File: src/bost_pkg.sv
`timescale 1ns / 1ps
// ----------------------------------------------------------------------------
// bost_pkg
// Shared types for the bounded ordered set table: request kinds, controller
// states and the command/status bundles between controller and datapath.
// ----------------------------------------------------------------------------
package bost_pkg;

  // Request kinds carried on the input tuser field
  typedef enum logic [1:0] {
    REQ_INSERT = 2'd0,
    REQ_REMOVE = 2'd1,
    REQ_QUERY  = 2'd2,
    REQ_NONE   = 2'd3
  } req_kind_t;

  // Controller states
  typedef enum logic [1:0] {
    ST_IDLE,
    ST_SEARCH,
    ST_SHIFT,
    ST_DONE
  } state_t;

  // Width of the capacity register and of the count field
  localparam int CAP_W   = 5;
  localparam int VALUE_W = 32;

  // Controller -> datapath
  typedef struct packed {
    logic load;           // latch a new request, restart the sweep
    logic scan_step;      // issue the next search read
    logic shift_start;    // begin shift-down after the hit slot
    logic shift_step;     // issue next shift read, write back previous one
    logic commit_insert;  // append value, bump count
    logic commit_remove;  // drop count by one
    logic ok_set;         // capture result flag
    logic ok_val;
    logic out_load;       // move result into the output register
  } cmd_t;

  // Datapath -> controller
  typedef struct packed {
    req_kind_t kind;
    logic      hit;         // compared entry matches the request value
    logic      sweep_done;  // nothing left to read, nothing in flight
    logic      room;        // count below the active limit
  } sts_t;

endpackage

File: src/bost_ctrl.sv
`timescale 1ns / 1ps
// ----------------------------------------------------------------------------
// bost_ctrl
// Request sequencer: accept, search sweep, optional shift-down, result
// hand-off into the output register.
// ----------------------------------------------------------------------------
module bost_ctrl (
  input  logic            clk,
  input  logic            rst_n,
  input  logic            in_tvalid,
  output logic            in_tready,
  output logic            out_tvalid,
  input  logic            out_tready,
  input  bost_pkg::sts_t  sts,
  output bost_pkg::cmd_t  cmd
);
  import bost_pkg::*;

  state_t state_r, state_nxt;
  logic   out_tvalid_r, out_tvalid_nxt;

  // State and output-valid registers
  always_ff @(posedge clk) begin
    if (!rst_n) begin
      state_r      <= ST_IDLE;
      out_tvalid_r <= 1'b0;
    end else begin
      state_r      <= state_nxt;
      out_tvalid_r <= out_tvalid_nxt;
    end
  end

  // Next state and commands
  always_comb begin
    state_nxt = state_r;
    cmd       = '0;
    in_tready = 1'b0;

    unique case (state_r)
      ST_IDLE: begin
        in_tready = 1'b1;
        if (in_tvalid) begin
          cmd.load  = 1'b1;
          state_nxt = ST_SEARCH;
        end
      end

      ST_SEARCH: begin
        cmd.scan_step = 1'b1;
        if (sts.hit && sts.kind == REQ_REMOVE) begin
          cmd.shift_start = 1'b1;
          state_nxt       = ST_SHIFT;
        end else if (sts.hit || sts.sweep_done) begin
          cmd.ok_set = 1'b1;
          priority case (sts.kind)
            REQ_INSERT: begin
              cmd.ok_val        = !sts.hit && sts.room;
              cmd.commit_insert = !sts.hit && sts.room;
            end
            REQ_QUERY: cmd.ok_val = sts.hit;
            default:   cmd.ok_val = 1'b0;
          endcase
          state_nxt = ST_DONE;
        end
      end

      ST_SHIFT: begin
        cmd.shift_step = 1'b1;
        if (sts.sweep_done) begin
          cmd.commit_remove = 1'b1;
          cmd.ok_set        = 1'b1;
          cmd.ok_val        = 1'b1;
          state_nxt         = ST_DONE;
        end
      end

      ST_DONE: begin
        if (!out_tvalid_r || out_tready) begin
          cmd.out_load = 1'b1;
          state_nxt    = ST_IDLE;
        end
      end

      default: state_nxt = ST_IDLE;
    endcase
  end

  // Output valid: set on load, cleared once taken
  always_comb begin
    if (cmd.out_load) begin
      out_tvalid_nxt = 1'b1;
    end else if (out_tready) begin
      out_tvalid_nxt = 1'b0;
    end else begin
      out_tvalid_nxt = out_tvalid_r;
    end
  end

  assign out_tvalid = out_tvalid_r;

endmodule

File: src/bost_dp.sv
`timescale 1ns / 1ps
// ----------------------------------------------------------------------------
// bost_dp
// Entry memory, sweep counter with registered read, comparator, count and
// capacity registers, output register.
// ----------------------------------------------------------------------------
module bost_dp #(
  parameter int DEPTH = 16
) (
  input  logic            clk,
  input  logic            rst_n,
  input  logic [1:0]      in_tuser,
  input  logic [31:0]     in_tdata,
  input  logic            cfg_wr_en,
  input  logic [4:0]      cfg_wr_data,
  output logic [7:0]      out_tdata,
  input  bost_pkg::cmd_t  cmd,
  output bost_pkg::sts_t  sts
);
  import bost_pkg::*;

  localparam int IW = (DEPTH > 1) ? $clog2(DEPTH) : 1;
  localparam int CW = $clog2(DEPTH + 1);
  localparam int LW = (CW > CAP_W) ? CW : CAP_W;

  logic [VALUE_W-1:0] mem [DEPTH];

  req_kind_t          kind_r;
  logic [VALUE_W-1:0] value_r;
  logic [CW-1:0]      scan_r, scan_nxt;
  logic               rd_vld_r, rd_vld_nxt;
  logic [IW-1:0]      rd_idx_r, rd_idx_nxt;
  logic [VALUE_W-1:0] rd_data_r;
  logic [CW-1:0]      held_r;
  logic [CAP_W-1:0]   cap_r;
  logic               ok_r;
  logic               out_ok_r;
  logic [CAP_W-1:0]   out_count_r;

  logic               mem_we;
  logic [IW-1:0]      mem_waddr;
  logic [VALUE_W-1:0] mem_wdata;
  logic [LW-1:0]      held_ext;
  logic [LW-1:0]      cap_ext;

  assign held_ext = LW'(held_r);
  assign cap_ext  = LW'(cap_r);

  // Sweep counter: next read address and in-flight tracking
  always_comb begin
    scan_nxt   = scan_r;
    rd_vld_nxt = 1'b0;
    rd_idx_nxt = rd_idx_r;
    if (cmd.load) begin
      scan_nxt = '0;
    end else if (cmd.shift_start) begin
      scan_nxt = CW'(rd_idx_r) + CW'(1);
    end else if ((cmd.scan_step || cmd.shift_step) && scan_r < held_r) begin
      scan_nxt   = scan_r + CW'(1);
      rd_vld_nxt = 1'b1;
      rd_idx_nxt = scan_r[IW-1:0];
    end
  end

  // Memory write: append on insert, move entry down one slot on shift
  always_comb begin
    mem_we    = cmd.commit_insert || (cmd.shift_step && rd_vld_r);
    mem_waddr = cmd.commit_insert ? held_r[IW-1:0] : rd_idx_r - IW'(1);
    mem_wdata = cmd.commit_insert ? value_r : rd_data_r;
  end

  always_ff @(posedge clk) begin
    if (mem_we) begin
      mem[mem_waddr] <= mem_wdata;
    end
    rd_data_r <= mem[scan_r[IW-1:0]];
  end

  // Control registers
  always_ff @(posedge clk) begin
    if (!rst_n) begin
      rd_vld_r <= 1'b0;
      held_r   <= '0;
      cap_r    <= CAP_W'(16);
    end else begin
      rd_vld_r <= rd_vld_nxt;
      if (cmd.commit_insert) begin
        held_r <= held_r + CW'(1);
      end else if (cmd.commit_remove) begin
        held_r <= held_r - CW'(1);
      end
      if (cfg_wr_en) begin
        cap_r <= cfg_wr_data;
      end
    end
  end

  // Request, sweep and result payload
  always_ff @(posedge clk) begin
    scan_r   <= scan_nxt;
    rd_idx_r <= rd_idx_nxt;
    if (cmd.load) begin
      kind_r  <= req_kind_t'(in_tuser);
      value_r <= in_tdata;
    end
    if (cmd.ok_set) begin
      ok_r <= cmd.ok_val;
    end
    if (cmd.out_load) begin
      out_ok_r    <= ok_r;
      out_count_r <= held_ext[CAP_W-1:0];
    end
  end

  // Status back to the controller
  always_comb begin
    sts.kind       = kind_r;
    sts.hit        = rd_vld_r && (rd_data_r == value_r);
    sts.sweep_done = !rd_vld_r && (scan_r >= held_r);
    sts.room       = (held_ext < cap_ext) && (held_r < CW'(DEPTH));
  end

  assign out_tdata = {2'b00, out_count_r, out_ok_r};

endmodule

File: src/bounded_ordered_set_table_core.sv
`timescale 1ns / 1ps
// ----------------------------------------------------------------------------
// bounded_ordered_set_table_core
// Set of distinct 32-bit values kept packed in insertion order with a count.
//
// Input stream: in_tuser carries the request kind (insert, remove, query),
// in_tdata the value. One request is handled at a time; in_tready is high
// only while the block is idle. Output stream: one result per request with
// the success flag and the count after the request.
// Search: a search reads one entry per cycle through the single memory
// read port and stops at the first match, after which insert and query
// load the result register. A remove that hits moves every later entry
// down one slot, one per cycle, and then loads its result. After a result
// is loaded, the block returns to idle before it accepts the next request.
// The output register holds a result until taken; the next request is
// accepted meanwhile, but its result waits in the done state while the
// receiver stalls.
// Reset clears the count and sets capacity to 16; entries are not cleared.
// cfg_wr_en writes the capacity; the limit in force is min(capacity, DEPTH).
// ----------------------------------------------------------------------------
module bounded_ordered_set_table_core #(
  parameter int DEPTH = 16
) (
  input  logic        clk,
  input  logic        rst_n,
  input  logic        in_tvalid,
  output logic        in_tready,
  input  logic [31:0] in_tdata,   // [31:0] value
  input  logic [1:0]  in_tuser,   // [1:0] req_type
  output logic        out_tvalid,
  input  logic        out_tready,
  output logic [7:0]  out_tdata,  // [0] ok, [5:1] count, [7:6] zero
  input  logic        cfg_wr_en,
  input  logic [4:0]  cfg_wr_data
);
  import bost_pkg::*;

  cmd_t cmd;
  sts_t sts;

  bost_ctrl u_ctrl (
    .clk        (clk),
    .rst_n      (rst_n),
    .in_tvalid  (in_tvalid),
    .in_tready  (in_tready),
    .out_tvalid (out_tvalid),
    .out_tready (out_tready),
    .sts        (sts),
    .cmd        (cmd)
  );

  bost_dp #(
    .DEPTH (DEPTH)
  ) u_dp (
    .clk         (clk),
    .rst_n       (rst_n),
    .in_tuser    (in_tuser),
    .in_tdata    (in_tdata),
    .cfg_wr_en   (cfg_wr_en),
    .cfg_wr_data (cfg_wr_data),
    .out_tdata   (out_tdata),
    .cmd         (cmd),
    .sts         (sts)
  );

  // One request in flight: no accept in the cycle after an accept
  a_one_in_flight: assert property (@(posedge clk) disable iff (!rst_n)
    (in_tvalid && in_tready) |=> !in_tready)
    else $error("request accepted while previous one still in work");

  // Append only when the set has room and the value is absent
  a_insert_room: assert property (@(posedge clk) disable iff (!rst_n)
    cmd.commit_insert |-> (sts.room && !sts.hit))
    else $error("insert committed without room or on duplicate");

  // Count never moves both ways at once
  a_single_commit: assert property (@(posedge clk) disable iff (!rst_n)
    !(cmd.commit_insert && cmd.commit_remove))
    else $error("insert and remove committed together");

  // A new result only appears after the controller loads it
  a_out_from_load: assert property (@(posedge clk) disable iff (!rst_n)
    $rose(out_tvalid) |-> $past(cmd.out_load))
    else $error("output valid raised without a result load");

endmodule
File: config.mk
export PLATFORM = sky130hd
export DESIGN_NAME = bounded_ordered_set_table_core
export DESIGN_NICKNAME = d
export VERILOG_FILES = /design/src/bost_pkg.sv /design/src/bost_ctrl.sv /design/src/bost_dp.sv /design/src/bounded_ordered_set_table_core.sv
export SDC_FILE = /design/constraint.sdc
export NUM_CORES = 1
export LEC_CHECK = 0
export BUFFER_PORTS_ARGS = -buffer_cell sky130_fd_sc_hd__buf_2
export CAP_MARGIN = 20
export CORE_MARGIN = 3
export CORE_UTILIZATION = 28
export DETAILED_ROUTE_END_ITERATION = 8
export PLACE_DENSITY = 0.44
export SYNTH_ARGS = -nofsm -noshare
export SYNTH_HDL_FRONTEND = slang
export SYNTH_SLANG_ARGS = --single-unit
File: constraint.sdc
create_clock -name clk -period 5.4 [get_ports clk]
set_input_delay 0.27 -clock clk [delete_from_list [all_inputs] [get_ports clk]]
set_output_delay 0.27 -clock clk [all_outputs]
set_load 0.01 [all_outputs]
==> results by group, run 1 <==
Run status
  – Status: finished, final reports clean

Yosys
  – Yosys cell types: 50
  – EDFF count, synth: 557
  – Cell Area, Synth: 0.0237 mm^2
  – Synth Warn #: 0
  – Count leader, synth: edfxtp_1
  – Post-synthesis sequential area ratio: 75.0%
  – Synth area leaders: edfxtp_1 (71%), mux4_2 (15%), dfxtp_1 (4.3%)
  – #FFs+latches synth: 608
  – Most common library cells after synthesis: edfxtp_1 (557), mux4_2 (160), nand2_1 (125)
  – Post-synth top area share: 70.7%
  – Post-synth top area cell: edfxtp_1
  – FFs w/ async S/R, synth: 0%
  – Post-Syn Instances: 1168
  – Synth Flop Type: edfxtp_1
  – Syn Area/Cell: 20.3 um^2

STA
  – Crit share post-route: 77.1%
  – Skew final: 0.0186 ns
  – Slew Limit Fails: 0
  – RSZ-0062 raised after global routing: no
  – Hold Vio Cnt, Final: 0
  – Clock period minus worst slack: 4.16 ns
  – Actual slew at the worst max-slew pin: 1.07 ns
  – Fmax: 0.240 GHz
  – Finish-stage setup viols: 0
  – Setup TNS: 0 ns
  – Slew margin rel.: 28.4%

GRT
  – Initial antenna violation count: 1
  – Global route overflow: 0
  – Total track usage: 13.7%
  – First-pass GRT wire length: 86.1 mm
  – Pin count of the biggest net entering global routing: 99
  – Number of global-route vias before repair: 12000

Worst setup path
  – Crit path capture type: flip-flop
  – Crit Path Max Fanout: 32
  – Nature of the critical path startpoint: flip-flop
  – Critical Path AT: 4.38 ns
  – CP Class: reg -> reg
  – Required time worst endpoint: 5.62 ns

Power
  – Leak Pwr: 0.00884 uW
  – Peak VDD IR: 0.266 mV
  – Total power: 14000 uW
  – PD cells: 498 mW/mm^2

Clocking
  – CTS Root Buffer Type: clkbuf_16
  – CTS Buffer Depth: 3
  – Total CTS buffers: 66
  – # H-tree levels: 3
  – Worst-path clk slew: 0.06 ns
  – CTS Sinks: 608
  – CTS tree: done
  – Post_cts resized: 0
  – Clk Latency, worst-skew pair: 0.60 ns

Finish
  – Ant diodes: 0
  – Nets@finish: 1373
  – Share of cells above drive strength 1: 26.4%
  – P&R area growth vs syn: 18.7%

Die
  – IO Pins: 54
  – Die Area: 0.0880 mm^2
  – Site row count: 105
  – Die W: 297 um
  – Initial core utilization: 28.5%
  – Core box area: 0.0829 mm^2
  – Die height: 297 um

Routing
  – Routed Wire Length: 59.5 mm
  – Wirelength per Cell: 23.9 um
  – Drt via density: 4.66
  – DRT Pass-1 Iters: 5
  – ANT nets after route: 0
  – DRC: 0
  – Vias: 11600
  – Initial DRC count: 680

Placement
  – Final GP Congestion: 0.743
  – Half-perimeter wire length after placement: 33.8 mm
  – I/O Buffers: 51

Hold path
  – Hold WC Path Type: in -> reg

Run
  – Max Cap Viol: 0
==> state kept, by name, indices dropped and copies added (netlist names) <==
| name | cells |
|---|---|
| u_dp.cap_ext | 5 |
| u_dp.kind_r | 2 |
| u_dp.mem | 512 |
| u_dp.rd_data_r | 32 |
| u_ctrl.state_r | 2 |
| u_dp.held_ext | 5 |
| u_dp.ok_r | 1 |
| u_dp.value_r | 32 |
| u_dp.out_count_r | 5 |
| u_dp.rd_vld_r | 1 |
| u_ctrl.out_tvalid | 1 |
| u_dp.out_ok_r | 1 |
| u_dp.rd_idx_r | 4 |
| u_dp.scan_r | 5 |
==> critical path: stages, from the launching register on <==
cell and delay [ns]:
dfxtp_1 0.51, ha_1 0.31, nor2b_1 0.10, o211ai_1 0.08, a31oi_1 0.46, o21bai_1 0.30, nor3_4 0.50, o211ai_1 0.49
o32ai_4 0.35, buf_4 0.65
==> through the flow <==
step / utilization (%) / hold slack [ns] / setup slack, ns / std cells / instance area, um^2
detailed placement: 30.9 / 0.408 / 1.30 / 2323 / 25600
global placement: 30.9 / 0.408 / 1.31 / 2323 / 25600
floorplan: - / 0.369 / 0.0369 / 1169 / 23700
finish: 33.9 / 0.0711 / 1.24 / 2486 / 28100
CTS: 33.9 / 0.0239 / 1.24 / 2486 / 28100
global route: 33.9 / 0.0609 / 0.938 / 2486 / 28100
==> cell usage in the layout, fill, tap and decap left out, types with 3 or more instances in the layout <==
master,instances
edfxtp_1,557
mux4_2,160
nand2_1,125
clkbuf_16,68
buf_2,51
dfxtp_1,47
dlygate4sd3_1,42
buf_4,34
xor2_1,33
clkbuf_1,27
inv_1,21
ha_1,18
nand3_1,14
nor2_1,12
nor2b_1,10
xnor2_1,10
nor4_1,8
o21ai_0,7
a21oi_1,7
mux2i_1,7
clkinv_1,7
nand2b_1,5
nand4_1,5
nor3_1,5
o21ai_4,5
clkinv_2,5
o211ai_1,4
a21o_1,4
a211oi_1,4
o32ai_4,4
o22ai_4,4
o21a_1,3
inv_6,3
bufinv_16,3
dfxtp_4,3
==> repair_timing <==
item	CTS	global route
hold buffers	42	0
buffers inserted	0	0
hold endpoints to repair	40	0
==> where the power goes <==
group / switching, uW / internal, uW / leakage [uW] / total (uW)
registers: 258 / 6250 / 0.00546 / 6510
clock network: 1830 / 2520 / 0.000996 / 4350
logic: 1990 / 1140 / 0.00239 / 3130
==> per-layer routing <==
layer / track usage [%] / share of wire (%) / vias to the layer above
li1: - / - / 5008
met1: 18.8 / 45 / 6206
met2: 22.7 / 49 / 280
met3: 2.32 / 4.2 / 79
met4: 3.74 / 2.1 / 0
met5: 0 / 0 / -
==> cells by family after synthesis <==
kind of cell	Yosys count	share of synthesized area, %
other	1	0.0159
flip-flops	608	75.0
buffers and inverters	78	1.43
multiplexers	167	15.5
adder cells (fa/ha/maj)	19	1.04
AND/OR/NAND/NOR	193	3.68
XOR/XNOR	43	1.59
AO/OA/AOI/OAI	59	1.68
==> area by class of cell <==
| type | instances | area, um^2 |
|---|---|---|
| Clock inverter | 24 | 236 |
| Tap cell | 1123 | 1410 |
| Fill cell | 7816 | 54800 |
| Inverter | 23 | 86.3 |
| Timing Repair Buffer | 128 | 951 |
| Sequential cell | 608 | 17800 |
| Multi-Input combinational cell | 483 | 5800 |
| Clock buffer | 97 | 1830 |
==> final timing paths <==
| path | from | cells after the start | end | slack (ns) |
|---|---|---|---|---|
| min | cfg_wr_en | 3 | u_dp.cap_ext[3] | 0.07 |
| min reg2reg | u_dp.ok_r | 0 | u_dp.out_ok_r | 0.42 |
| max reg2reg | u_dp.held_ext[0] | 9 | u_dp.mem[4][0] | 1.24 |
| max | u_dp.held_ext[0] | 9 | u_dp.mem[4][0] | 1.24 |
Power figures use the tool's default switching activity.
==> run 2, diff against run 1 <==
- ABC_AREA: unset -> 1
- PLACE_DENSITY: 0.44 -> 0.43
- clock period: 5.4 -> 4.31 ns (I/O delays scaled with it)
==> results by group, run 2 <==
Run status
  – Status: finished, final reports clean

Worst setup path
  – Critical Path AT: 3.72 ns (-0.66 ns)
  – Crit. path cell count: 15 (+6)
  – Crit path capture type: flip-flop
  – Crit path max-delay cell type: buf_4
  – Most frequent CP cell: nand2_1
  – Critical path capture point: u_dp.mem[3][15]
  – R2R Setup Slk: 0.83 ns (-0.41 ns)
  – CP Launch Point: u_dp.held_ext[3]
  – CP Class: reg -> reg
  – R2r endpoint: u_dp.mem[3][15]
  – Reg2reg start: u_dp.held_ext[3]
  – Crit path largest cell delay: 0.54 ns (-0.11 ns)
  – WP buf/inv: 2 (+1)
  – Cell family with most CP delay: simple AND/OR/NAND/NOR gates
  – Nature of the critical path startpoint: flip-flop
  – CP Cell Sequence: inv_1, ha_1, nand2_1, nor2_1, nand2_1, nand3_1, a21oi_1, nor2_2, nand4_4, nor2_4, nand2_1, o21ai_2, nand3_1, nor2_4, buf_4
  – Crit Path Max Fanout: 32 (unchanged)
  – Required time worst endpoint: 4.55 ns (-1.07 ns)
  – FF-to-FF path depth: 15 (+6)

Routing
  – Met3 Routed Length: 3.26 mm (+30%)
  – Wirelength per Cell: 21.9 um (-8.5%)
  – Vias: 15500 (+34%)
  – DRC: 0 (unchanged)
  – ANT nets after route: 0 (unchanged)
  – Initial DRC count: 1318 (+94%)
  – DRT Pass-1 Iters: 5 (unchanged)
  – M1 WL: 34.0 mm (+27%)
  – Routed Wire Length: 70.6 mm (+19%)
  – Drt via density: 4.81 (+3.3%)
  – WL met2: 31.5 mm (+8.8%)
  – Highest metal used: met4

Yosys
  – Yosys cell types: 43 (-14%)
  – EDFF count, synth: 557 (unchanged)
  – Synth Area in Adders: 0.997% (-0.040 points)
  – Post-Syn Instances: 1880 (+61%)
  – Syn Area/Cell: 13.1 um^2 (-35%)
  – Xor/xnor share of the synthesized area: 0.249% (-1.3 points)
  – Most common library cells after synthesis: edfxtp_1 (557), nor2_1 (248), nand2_1 (237)
  – Cell Area, Synth: 0.0246 mm^2 (+4.0%)
  – Count leader, synth: edfxtp_1
  – Synth Flop Type: edfxtp_1
  – Synth Warn #: 0 (unchanged)
  – Post-synthesis mux area share: 3.99% (-12 points)
  – Post-synth top area share: 68.0% (-2.7 points)
  – Post-synth top area cell: edfxtp_1
  – FFs w/ async S/R, synth: 0% (unchanged)
  – Synth area leaders: edfxtp_1 (68%), dfxtp_1 (4.2%), mux2i_1 (4.0%)
  – Largest family of logic cells by synthesized area: compound AO/OA/AOI/OAI gates
  – Post-synthesis sequential area ratio: 72.1% (-2.9 points)
  – Compound-cell area share of the yosys netlist: 9.81% (+8.1 points)
  – Synth Area in Simple Gates: 9.35% (+5.7 points)
  – #FFs+latches synth: 608 (unchanged)

STA
  – RSZ-0062 raised after global routing: no
  – Fmax: 0.287 GHz (+20%)
  – Slew Limit Fails: 0 (unchanged)
  – Slew margin rel.: 27.4% (-1.0 points)
  – Finish-stage setup viols: 0 (unchanged)
  – Hold Vio Cnt, Final: 0 (unchanged)
  – Actual slew at the worst max-slew pin: 1.09 ns (+0.0151 ns)
  – Skew final: 0.0252 ns (+0.00659 ns)
  – Clock period minus worst slack: 3.48 ns (-0.683 ns)
  – Setup TNS: 0 ns (unchanged)
  – Crit share post-route: 80.8% (+3.7 points)

GRT
  – Global route overflow: 0 (unchanged)
  – Pin count of the biggest net entering global routing: 175 (+77%)
  – Initial antenna violation count: 6 (+5)
  – First-pass GRT wire length: 104 mm (+21%)
  – Number of global-route vias before repair: 15100 (+26%)
  – Total track usage: 15.5% (+1.7 points)

Finish
  – Nets@finish: 2074 (+51%)
  – Top flop regs: u_dp.mem x512, u_dp.rd_data_r x32, u_dp.value_r x32
  – Fin area: 0.0294 mm^2 (+4.6%)
  – Share of cells above drive strength 1: 12.5% (-14 points)
  – Top reg by flops: u_dp.mem
  – Max reg flops: 512 (unchanged)
  – Commonest cells after routing, fill and taps aside: edfxtp_1 (557), nand2_1 (237), nor2_1 (232)
  – P&R area growth vs syn: 19.3%
  – Final Non-Filler Cells: 3222 (+30%)
  – Fillers: 8400 (+7.5%)
  – Commonest non-fill, non-tap cell in the layout: edfxtp_1

Die
  – Site row count: 108 (+2.9%)
  – Die height: 302 um (+1.9%)
  – Core box area: 0.0869 mm^2 (+4.8%)
  – IO Pins: 54 (unchanged)
  – Initial core utilization: 28.3% (-0.22 points)
  – Die Area: 0.0914 mm^2 (+3.9%)
  – Die W: 302 um (+1.9%)

Placement
  – Placed cell count: 3046 (+31%)
  – Dpl cell area: 0.0266 mm^2 (+4.1%)
  – I/O Buffers: 51 (unchanged)
  – Final GP Congestion: 0.851 (+15%)
  – Half-perimeter wire length after placement: 40.5 mm (+20%)

Clocking
  – Post_cts resized: 0 (unchanged)
  – Worst-path clk slew: 0.06 ns (about the same)
  – # H-tree levels: 3 (unchanged)
  – Post-CTS Setup Inserts: 0 (unchanged)
  – Total CTS buffers: 70 (+6.1%)
  – CTS Sinks: 608 (unchanged)
  – CTS Buffer Depth: 3 (unchanged)
  – CTS Root Buffer Type: clkbuf_16
  – CTS tree: done
  – Clk Latency, worst-skew pair: 0.62 ns (+0.02 ns)

Power
  – Peak VDD IR: 0.519 mV (+95%)
  – Leak Pwr: 0.00998 uW (+13%)
  – PD cells: 647 mW/mm^2 (+30%)

Run
  – Max Cap Viol: 0 (unchanged)

Hold path
  – Hold WC Path Type: in -> reg
-- run 2: cell types whose count changed after synthesis, moves of 29 or more --
cell and delta:
mux2i_1 +91, nand2_1 +112, o21ai_0 +157, inv_1 +82, clkbuf_1 +55, nor2_1 +236
mux4_2 -160, o221ai_1 +98, nand3_1 +36, xor2_1 -29
-- run 2: worst min-delay path by stage --
stage	start	depth (start not counted)	to	slack, ns
floorplan	in_tuser[0]	0	u_dp.kind_r[0]	0.31
detailed placement	in_tuser[1]	1	u_dp.kind_r[1]	0.40
global placement	in_tuser[0]	1	u_dp.kind_r[0]	0.40
global route	in_tvalid	4	u_dp.scan_r[4]	0.08
CTS	in_tvalid	4	u_dp.scan_r[4]	0.03
finish	in_tvalid	4	u_dp.scan_r[4]	0.07
-- run 2: logic make-up after synthesis --
group,Yosys count
fa+ha+maj,19
flops,608
mux,98
buf+inv,215
other cells,1
compound gates,364
xor+xnor,7
simple gates,568
-- run 2: what timing repair did --
item                                   in CTS  in global routing
hold buffers                               48                  0
setup endpoints to repair                   0                  0
endpoints found under the hold margin      44                  0
-- run 2: metal layers --
metal	GRT usage, %	up-vias
met5	0	-
met4	4.80	0
met3	2.29	108
met2	23.8	391
met1	22.5	7801
li1	-	7197
-- run 2: area by class of cell --
| class | count | area (um^2) | share of cell area, % |
|---|---|---|---|
| Multi-Input combinational cell | 1058 | 6130 | 20.9 |
| Timing Repair Buffer | 164 | 1360 | 4.64 |
| Clock buffer | 90 | 1880 | 6.40 |
| Clock inverter | 37 | 360 | 1.23 |
| Antenna cell | 1 | 2.50 | 0.00853 |
| Inverter | 109 | 414 | 1.41 |
| Tap cell | 1155 | 1450 | 4.92 |
| Sequential cell | 608 | 17800 | 60.5 |
-- run 2: stage by stage --
step | hold WS [ns] | util (%) | setup WS (ns) | total power, uW
2_1_floorplan | 0.314 | - | 0.116 | 11200
3_3_place_gp | 0.398 | 30.6 | 0.828 | 13200
3_5_place_dp | 0.395 | 30.6 | 0.822 | 13300
4_1_cts | 0.0295 | 33.8 | 0.795 | 19200
5_1_grt | 0.0837 | 33.8 | 0.535 | 20000
6_report | 0.0723 | 33.8 | 0.829 | 19000
-- run 2: report_power, final --
| part | switching (uW) | total (uW) | internal (uW) |
|---|---|---|---|
| Clock | 2420 | 5830 | 3410 |
| Combinational | 3720 | 5140 | 1420 |
| Sequential | 248 | 8030 | 7780 |
-- run 2: worst min-delay path, delay by kind of cell --
family	cells	cell delay [ns]
buffers and inverters	1	0.10
and+or+nand+nor	3	0.32
==> run 3, diff against run 2 <==
- PLACE_DENSITY: 0.43 -> 0.44
- clock period: 4.31 -> 2.9 ns (I/O delays scaled with it)
==> results by group, run 3 (synthesis gave the netlist of run 2 again) <==
Hold path
  – WHS Path Cells: 2 (-2)
  – Min-Delay Endpoint: u_dp.value_r[19]
  – Hold Startpoint: in_tdata[19]
  – Hold WC Path Type: in -> reg

Worst setup path
  – Reg2reg start: u_dp.value_r[8]
  – Nature of the critical path startpoint: flip-flop
  – Required time worst endpoint: 3.22 ns (-1.33 ns)
  – Crit path largest cell delay: 0.46 ns (-0.08 ns)
  – Critical Path AT: 3.27 ns (-0.45 ns)
  – WP buf/inv: 4 (+2)
  – Cell family with most CP delay: simple AND/OR/NAND/NOR gates
  – CP Cell Sequence: nand2_1, nand2_1, nor2_2, nand2_1, nor2_2, nand2_2, nor2_4, nand2_4, nand4_4, nor2_4, buf_12, o21ai_4, buf_4, nand2_4, nor2_4, buf_12, clkbuf_16
  – FF-to-FF path depth: 17 (+2)
  – Crit path capture type: flip-flop
  – R2r endpoint: u_dp.mem[1][27]
  – R2R Setup Slk: -0.05 ns (-0.88 ns)
  – CP Class: reg -> reg
  – Crit path max-delay cell type: edfxtp_1
  – Crit Path Max Fanout: 9 (-72%)

Die
  – Initial core utilization: 28.3% (unchanged)
  – Die Area: 0.0914 mm^2 (unchanged)
  – IO Pins: 54 (unchanged)
  – Die W: 302 um (unchanged)
  – Site row count: 108 (unchanged)
  – Die height: 302 um (unchanged)
  – Core box area: 0.0869 mm^2 (unchanged)

Finish
  – Fin area: 0.0319 mm^2 (+8.8%)
  – Fillers: 8301 (-1.2%)
  – Area of the multi-input gates: 0.00646 mm^2 (+5.4%)
  – Commonest non-fill, non-tap cell in the layout: edfxtp_1
  – Top reg by flops: u_dp.mem
  – Max reg flops: 512 (unchanged)
  – Top flop regs: u_dp.mem x512, u_dp.rd_data_r x32, u_dp.value_r x32
  – P&R area growth vs syn: 29.8%
  – Ant diodes: 0 (-1)
  – Sequential cell area: 0.0178 mm^2 (about the same)
  – Final Util: 36.7% (+3.0 points)
  – Final Non-Filler Cells: 3361 (+4.3%)
  – Nets@finish: 2212 (+6.7%)
  – Share of cells above drive strength 1: 20.7% (+8.2 points)
  – Commonest cells after routing, fill and taps aside: edfxtp_1 (557), nor2_1 (223), nand2_1 (212)

Placement
  – Placed cell count: 3126 (+2.6%)
  – Half-perimeter wire length after placement: 42.5 mm (+5.0%)
  – Dpl cell area: 0.0277 mm^2 (+4.2%)
  – I/O Buffers: 51 (unchanged)
  – Final GP Congestion: 0.794 (-6.6%)

STA
  – Clock period minus worst slack: 2.95 ns (-0.531 ns)
  – Finish-stage setup viols: 132 (+132)
  – Crit share post-route: 102% (+21 points)
  – Slew Limit Fails: 0 (unchanged)
  – Hold Vio Cnt, Final: 0 (unchanged)
  – Setup TNS: -2.10 ns (-2.10 ns)
  – Final WS setup: -0.0499 ns (-0.879 ns)
  – Skew final: 0.0294 ns (+0.00426 ns)
  – Fmax: 0.339 GHz (+18%)
  – Actual slew at the worst max-slew pin: 0.934 ns (-0.155 ns)
  – Slew margin rel.: 37.7% (+10 points)
  – RSZ-0062 raised after global routing: yes

GRT
  – Pin count of the biggest net entering global routing: 191 (+9.1%)
  – Total track usage: 15.5% (about the same)
  – Initial antenna violation count: 0 (-6)
  – First-pass GRT wire length: 104 mm (+0.56%)
  – Number of global-route vias before repair: 15700 (+3.7%)
  – Global route overflow: 0 (unchanged)

Routing
  – Initial DRC count: 1232 (-6.5%)
  – Drt via density: 4.80 (-0.18%)
  – DRC: 0 (unchanged)
  – Wirelength per Cell: 23.0 um (+5.1%)
  – Vias: 16100 (+4.1%)
  – DRT Pass-1 Iters: 5 (unchanged)
  – Routed Wire Length: 77.4 mm (+9.6%)
  – ANT nets after route: 0 (unchanged)

Run
  – Max Cap Viol: 0 (unchanged)

Clocking
  – Clk Latency, worst-skew pair: 0.62 ns (about the same)
  – # H-tree levels: 3 (unchanged)
  – CTS tree: done
  – Total CTS buffers: 70 (unchanged)
  – Worst-path clk slew: 0.06 ns (about the same)
  – CTS Root Buffer Type: clkbuf_16
  – CTS Buffer Depth: 3 (unchanged)
  – CTS Sinks: 608 (unchanged)

Power
  – PD cells: 919 mW/mm^2 (+42%)
  – Total power: 29300 uW (+54%)
  – Leak Pwr: 0.0111 uW (+11%)
  – Peak VDD IR: 0.526 mV (+1.3%)

Run status
  – Status: complete, but fails checks
  – Failing checks: setup timing
## run 3: how the worst max path moves through the flow
stage	end	slack [ns]	cells past startpoint	start
after floorplan	u_dp.mem[4][0]	-0.16	17	u_dp.scan_r[0]
after global placement	u_dp.mem[8][18]	-0.09	15	u_dp.value_r[24]
after detailed placement	u_dp.mem[15][18]	-0.11	12	u_dp.value_r[24]
after CTS	u_dp.mem[9][1]	0.003	17	u_dp.value_r[20]
after global routing	u_dp.mem[1][30]	-0.14	18	u_dp.value_r[26]
final	u_dp.mem[1][27]	-0.05	17	u_dp.value_r[8]
## run 3: per-stage QoR
stage               setup slack [ns]  hold WS [ns]
floorplan                     -0.159         0.244
global placement             -0.0892         0.324
detailed placement            -0.114         0.324
CTS                          0.00322         0.195
global route                  -0.141         0.220
finish                       -0.0499         0.235
## run 3: routing by layer
layer | vias to the layer above | track usage (%) | wire length (um)
li1 | 7490 | - | -
met1 | 8069 | 21.6 | 35100
met2 | 460 | 25.1 | 36000
met3 | 118 | 2.36 | 4140
met4 | 0 | 4.31 | 2060
met5 | - | 0 | 0
## run 3: area by class of cell
class	count	share of cell area [%]
clock inverter	31	1.00
inverter	109	1.31
clock buffer	98	6.14
multi-input combinational	1058	20.2
sequential	608	55.6
timing repair buffer	302	11.2
tap	1155	4.53
## run 3: power by group
| part | switching (uW) | internal, uW |
|---|---|---|
| Clock | 3600 | 5120 |
| Sequential | 367 | 11600 |
| Combinational | 5810 | 2890 |
| Total | 9780 | 19600 |
## run 3: what timing repair did
| action | in CTS | in global routing |
|---|---|---|
| setup endpoints to repair | 545 | 964 |
| resized for setup | 22 | 67 |
| hold buffers | 52 | 0 |
| gates cloned | 1 | 30 |
| setup buffers | 3 | 21 |
| pin swaps | 14 | 37 |
| hold endpoints to repair | 47 | 0 |
